==> src/rtl/rhq_pkg.sv <==
// Package: moduli, bases, register codes and modular helper functions.
package rhq_pkg;

  localparam int HW = 30;

  localparam longint unsigned P0 = 64'd1000000007;
  localparam longint unsigned P1 = 64'd1000000009;

  localparam longint unsigned ROW_BASE0 = 64'd29;
  localparam longint unsigned ROW_BASE1 = 64'd31;
  localparam longint unsigned COL_BASE0 = 64'd37;
  localparam longint unsigned COL_BASE1 = 64'd41;

  // character offset: 'a' + 1 minus 2
  localparam logic [7:0] CHAR_OFS = 8'd96;

  localparam int DEF_MAX_ROWS = 128;
  localparam int DEF_MAX_COLS = 128;

  localparam logic [7:0] GRID_RST = 8'd128;

  localparam logic REG_GRID_ROWS = 1'b0;
  localparam logic REG_GRID_COLS = 1'b1;

  typedef logic [HW-1:0] hval_t;

  // elaboration-time multiply mod P0 (k = 0) or P1 (k = 1)
  function automatic longint unsigned mul_mod_c(input logic k, input longint unsigned a,
                                                input longint unsigned b);
    longint unsigned t;
    t = a * b;
    if (k) return t % P1;
    else return t % P0;
  endfunction

  function automatic longint unsigned pow_mod_c(input logic k, input longint unsigned base,
                                                input longint unsigned e);
    longint unsigned r;
    longint unsigned a;
    longint unsigned n;
    r = 64'd1;
    a = base;
    n = e;
    while (n != 64'd0) begin
      if (n[0]) r = mul_mod_c(k, r, a);
      a = mul_mod_c(k, a, a);
      n = n >> 1;
    end
    return r;
  endfunction

  function automatic hval_t pow_entry(input logic k, input longint unsigned base,
                                      input int e);
    return hval_t'(pow_mod_c(k, base, longint'(e)));
  endfunction

  function automatic hval_t inv_pow_entry(input logic k, input longint unsigned base,
                                          input int e);
    longint unsigned ib;
    ib = pow_mod_c(k, base, (k ? P1 : P0) - 64'd2);
    return hval_t'(pow_mod_c(k, ib, longint'(e)));
  endfunction

  function automatic logic [HW:0] mod_of(input logic k);
    return k ? (HW+1)'(P1) : (HW+1)'(P0);
  endfunction

  function automatic hval_t add_mod(input logic k, input hval_t a, input hval_t b);
    logic [HW:0] t;
    logic [HW:0] p;
    p = mod_of(k);
    t = {1'b0, a} + {1'b0, b};
    return (t >= p) ? hval_t'(t - p) : hval_t'(t);
  endfunction

  function automatic hval_t sub_mod(input logic k, input hval_t a, input hval_t b);
    logic [HW:0] t;
    logic [HW:0] p;
    p = mod_of(k);
    t = {1'b0, a} + p - {1'b0, b};
    return (t >= p) ? hval_t'(t - p) : hval_t'(t);
  endfunction

endpackage

==> src/rtl/rhq_modmul.sv <==
// Bit-serial modular multiplier, one multiplier bit per cycle.
module rhq_modmul #(
  parameter longint unsigned P = rhq_pkg::P0
) (
  input  logic               clk,
  input  logic               rst_n,
  input  logic               start,
  input  rhq_pkg::hval_t     a,
  input  rhq_pkg::hval_t     b,
  output logic               done,
  output rhq_pkg::hval_t     result
);
  import rhq_pkg::*;

  localparam int CW = $clog2(HW + 1);
  localparam logic [HW+1:0] PM  = (HW+2)'(P);
  localparam logic [HW+1:0] PM2 = (HW+2)'(2 * P);

  hval_t          acc_r, a_r, b_r;
  logic [CW-1:0]  cnt_r;
  logic           busy_r, done_r;
  logic [HW+1:0]  t;
  hval_t          acc_nxt;

  always_comb begin
    t = {1'b0, acc_r, 1'b0} + (b_r[HW-1] ? {2'b00, a_r} : '0);
    if (t >= PM2) acc_nxt = hval_t'(t - PM2);
    else if (t >= PM) acc_nxt = hval_t'(t - PM);
    else acc_nxt = hval_t'(t);
  end

  always_ff @(posedge clk) begin
    if (!rst_n) begin
      busy_r <= 1'b0;
      done_r <= 1'b0;
      cnt_r  <= '0;
    end else begin
      done_r <= 1'b0;
      if (start) begin
        busy_r <= 1'b1;
        cnt_r  <= CW'(HW);
      end else if (busy_r) begin
        cnt_r <= cnt_r - 1'b1;
        if (cnt_r == CW'(1)) begin
          busy_r <= 1'b0;
          done_r <= 1'b1;
        end
      end
    end
  end

  always_ff @(posedge clk) begin
    if (start) begin
      acc_r <= '0;
      a_r   <= a;
      b_r   <= b;
    end else if (busy_r) begin
      acc_r <= acc_nxt;
      b_r   <= {b_r[HW-2:0], 1'b0};
    end
  end

  assign done   = done_r;
  assign result = acc_r;

endmodule

==> config.mk <==
export PLATFORM = sky130hd
export DESIGN_NAME = rhq_modmul
export DESIGN_NICKNAME = d
export VERILOG_FILES = /design/src/rtl/rhq_pkg.sv /design/src/rtl/rhq_modmul.sv
export SDC_FILE = /design/constraint.sdc
export NUM_CORES = 1
export LEC_CHECK = 0
export ABC_AREA = 0
export BUFFER_PORTS_ARGS = -buffer_cell sky130_fd_sc_hd__buf_2
export CORE_ASPECT_RATIO = 0.5
export CORE_MARGIN = 5
export CORE_UTILIZATION = 60
export CTS_CLUSTER_DIAMETER = 100
export DETAILED_ROUTE_END_ITERATION = 7
export GPL_ROUTABILITY_DRIVEN = 0
export PLACE_DENSITY = 0.82
export SLEW_MARGIN = 30
export SYNTH_ARGS = -nofsm -noshare
export SYNTH_HDL_FRONTEND = slang
export SYNTH_SLANG_ARGS = --single-unit
==> constraint.sdc <==
create_clock -name clk -period 11.33 [get_ports clk]
set_clock_uncertainty 0.05 [all_clocks]
set_input_delay 1.6995 -clock clk [delete_from_list [all_inputs] [get_ports clk]]
set_output_delay 1.6995 -clock clk [all_outputs]
set_load 0.02 [all_outputs]
==> impl_metrics.json <==
{
  "synth_edf_count": 60,
  "wl_met1_um": 9110,
  "critical_path.slowest_cell": "a21o_1",
  "holdWs_ns": 0.451,
  "holdCritPathClass": "reg2reg",
  "multi_input_area_mm2": 0.00455,
  "hold_viol_final": 0,
  "grt_pass1_vias": 6787,
  "core-area_mm2": 0.0119,
  "cellLeakagePower_uw": 0.00324,
  "via_per_inst": 6.67,
  "clkTransAtPathRegs_ns": 0.09,
  "ys_types": 90,
  "cts_max_level": 3,
  "clock-sinks": 97,
  "rsz0062_at_grt": "no",
  "die_w_um": 167,
  "total_power_uw": 1170,
  "wl_um": 21100,
  "fp.dieArea_mm2": 0.0148,
  "maxSlewViolCount": 0,
  "arrival_ns": 5.99,
  "syn_nets": 918,
  "cts_buffer_depth": 2,
  "drive_gt1_share_pct": 20.6,
  "start_util_pct": 62.0,
  "antennaDiodeCount": 0,
  "required_ns": 11.53,
  "worst_pin_slew_ns": 0.867,
  "seq_area_mm2": 0.00254,
  "max-cap-violations": 0,
  "cts_resized": 0,
  "instances_no_fill": 1059,
  "die_y_um": 88.5,
  "insertion_delay_ns": 0.36,
  "portBuffers": 93,
  "n_fill_cell": 970,
  "pin_count": 94,
  "syn_to_final_growth_pct": 11.4,
  "cp_cell_sequence": "buf_8 > and2_1 > ha_1 > inv_1 > fa_1 > and2b_1 > o21ai_2 > a211o_1 > a2111oi_2 > o31ai_1 > a21oi_1 > o41ai_1 > a22oi_2 > a21o_1 > o21ai_2 > and4_1 > a2111oi_2",
  "synth_ff_type": "edfxtp_1",
  "routedWlPerCell_um": 19.9,
  "grt_max_degree": 50,
  "crit_type": "reg2reg",
  "run_status": "completed",
  "wl_met2_um": 8820,
  "wl_met3_um": 2590,
  "synth-compound-area-share_pct": 24.6,
  "synth_top_family_by_area": "compound AO/OA/AOI/OAI gates",
  "drc": 0,
  "synth_area_mm2": 0.00740,
  "synth-adder-area-share_pct": 6.02,
  "slew_headroom_pct": 42.2,
  "crit_fanout": 19,
  "ys_ff_latch": 97,
  "grt_pass1_wl_um": 34400,
  "peakVddDrop_mv": 0.0779,
  "finalSetupViolations": 0,
  "fin_util_pct": 69.0,
  "via_count": 7061,
  "grt_antenna_before_repair": 1,
  "drtIter0Drc": 986,
  "synth_xor_area_share_pct": 4.83,
  "postCtsHoldBufs": 0,
  "finalSetupTns_ns": 0,
  "synth_cells": 820,
  "fin_crit_ns": 5.78,
  "fin_nets": 987,
  "fmax_mhz": 173,
  "floorplan.rows": 28,
  "cts_setup_buffers": 0,
  "synthMuxAreaShare_pct": 6.32,
  "cp_slowest_stage_delay_ns": 0.76,
  "cellPowerDensity_mw_per_mm2": 142,
  "final_antenna_net_count": 0,
  "grt_use_total_pct": 28.7,
  "synth-warning-count": 0,
  "critPathLaunchType": "register",
  "firstDrtPassIters": 6,
  "synth-simple-area-share_pct": 19.7,
  "numCtsBuffers": 9,
  "end_kind": "register",
  "grt_overflow_total": 0,
  "async_reset_ff_share_pct": 0,
  "synth_area_per_cell_um2": 9.03,
  "cts_tree": "built",
  "layout_worst_path_cycle_share_pct": 51.1,
  "cts_root_buffer": "clkbuf_16",
  "ys_seq_area_share_pct": 34.3,
  "hpwlAfterDp_um": 15300,
  "highest_layer": "met5",
  "placedCellCount": 1042
}
-- path summary, 6_finish.rpt --
check,startpoint,endpoint,slack (ns),cells after the start
worst min register to register,result[24]$_SDFFE_PP0P_,result[24]$_SDFFE_PP0P_,0.45,2
worst max register to register,b_r[29]$_DFFE_PP_,result[6]$_SDFFE_PP0P_,5.55,17
worst max-delay path,b_r[29]$_DFFE_PP_,result[6]$_SDFFE_PP0P_,5.55,17
worst min-delay path,result[24]$_SDFFE_PP0P_,result[24]$_SDFFE_PP0P_,0.45,2
-- report_power, final --
group	total, µW	leakage, µW	internal [µW]	switching (µW)
clock network	331	0.000156	163	168
registers	433	0.000900	411	21.6
logic	409	0.00218	142	267
-- registers in the layout, summed over array words and instances (netlist names) --
register	flops
result	30
busy_r	1
done	1
cnt_r	5
b_r	30
a_r	30
-- kinds of logic after synthesis --
logic type / Yosys count
simple gates: 284
xor+xnor: 40
flops: 97
mux: 43
compound gates: 251
buf+inv: 70
fa+ha+maj: 35
-- layout by cell type (no fill, tap or decap), types with 7 or more instances in the layout --
cell type  count
o21ai_0       40
xor2_1        11
nand4_1       13
nor2_1        65
o211ai_1      10
buf_2         92
inv_1         29
a21o_1        13
a311oi_1       7
and3_1         9
a31oi_1        7
mux2_2        30
nand2_1       70
nor3_1        23
o22ai_1       10
dfxtp_1       37
xnor2_1       28
a211oi_1      18
nand3_1       18
and2_1        36
ha_1          34
edfxtp_1      60
o21ai_1        9
clkbuf_16      9
mux2i_1       13
a21oi_1       57
-- worst max-delay path, delay by kind of cell (launching register included) --
family,cells,cell delay [ns]
AOI/OAI and AO/OA,10,3.32
buffers and inverters,2,0.30
DFF,1,0.64
adders and majority gates,2,0.65
and+or+nand+nor,3,0.70
-- per-stage QoR --
| step | worst slack, ns | area [µm²] |
|---|---|---|
| floorplan | 7.13 | 7400 |
| global placement | 5.76 | 7910 |
| detailed placement | 5.53 | 7910 |
| CTS | 5.46 | 8230 |
| global route | 5.24 | 8250 |
| finish | 5.55 | 8250 |
-- cell usage after synthesis (4+ instances only) --
library cell,number,area (µm²)
nor2b_1,5,31.3
and3_1,9,56.3
nand3_1,18,90.1
nor2_1,65,244
clkbuf_1,16,60.1
nor3_1,23,115
a21oi_1,57,285
mux2_2,30,338
nor4_1,6,37.5
xnor2_1,28,245
nand4_1,13,81.3
mux2i_1,13,130
buf_2,16,80.1
edfxtp_1,60,1800
dfxtp_1,37,741
o211ai_1,10,75.1
and2_1,36,225
buf_1,4,15.0
or2_2,4,25.0
a2111oi_0,6,52.6
ha_1,34,425
nand2b_1,4,25.0
o2111ai_1,4,35.0
a21oi_2,4,35.0
or4_1,4,30.0
a2111oi_2,4,60.1
nand2_1,70,263
o21bai_1,4,30.0
a31oi_1,7,43.8
or3_1,4,25.0
xor2_1,11,96.3
o21ai_0,40,200
o21ai_1,9,45.0
a311oi_1,7,61.3
a21o_1,13,97.6
o31ai_1,6,45.0
o22ai_1,10,62.6
o21a_1,4,30.0
inv_1,30,113
a211oi_1,18,135
-- layer usage --
metal	global-route usage, %	vias up
li1	-	3267
met1	39.2	3260
met2	44.6	457
met3	8.75	75
met4	8.61	2
met5	0	-
-- area by class of cell --
cell class	instances	area share [%]
clock inverters	7	1.17
multi-input cells	653	55.2
inverters	30	1.37
clock buffers	9	2.73
flip-flops and latches	97	30.8
well taps	165	2.50
repair buffers	98	6.22
(Power assumes the default switching activity.)
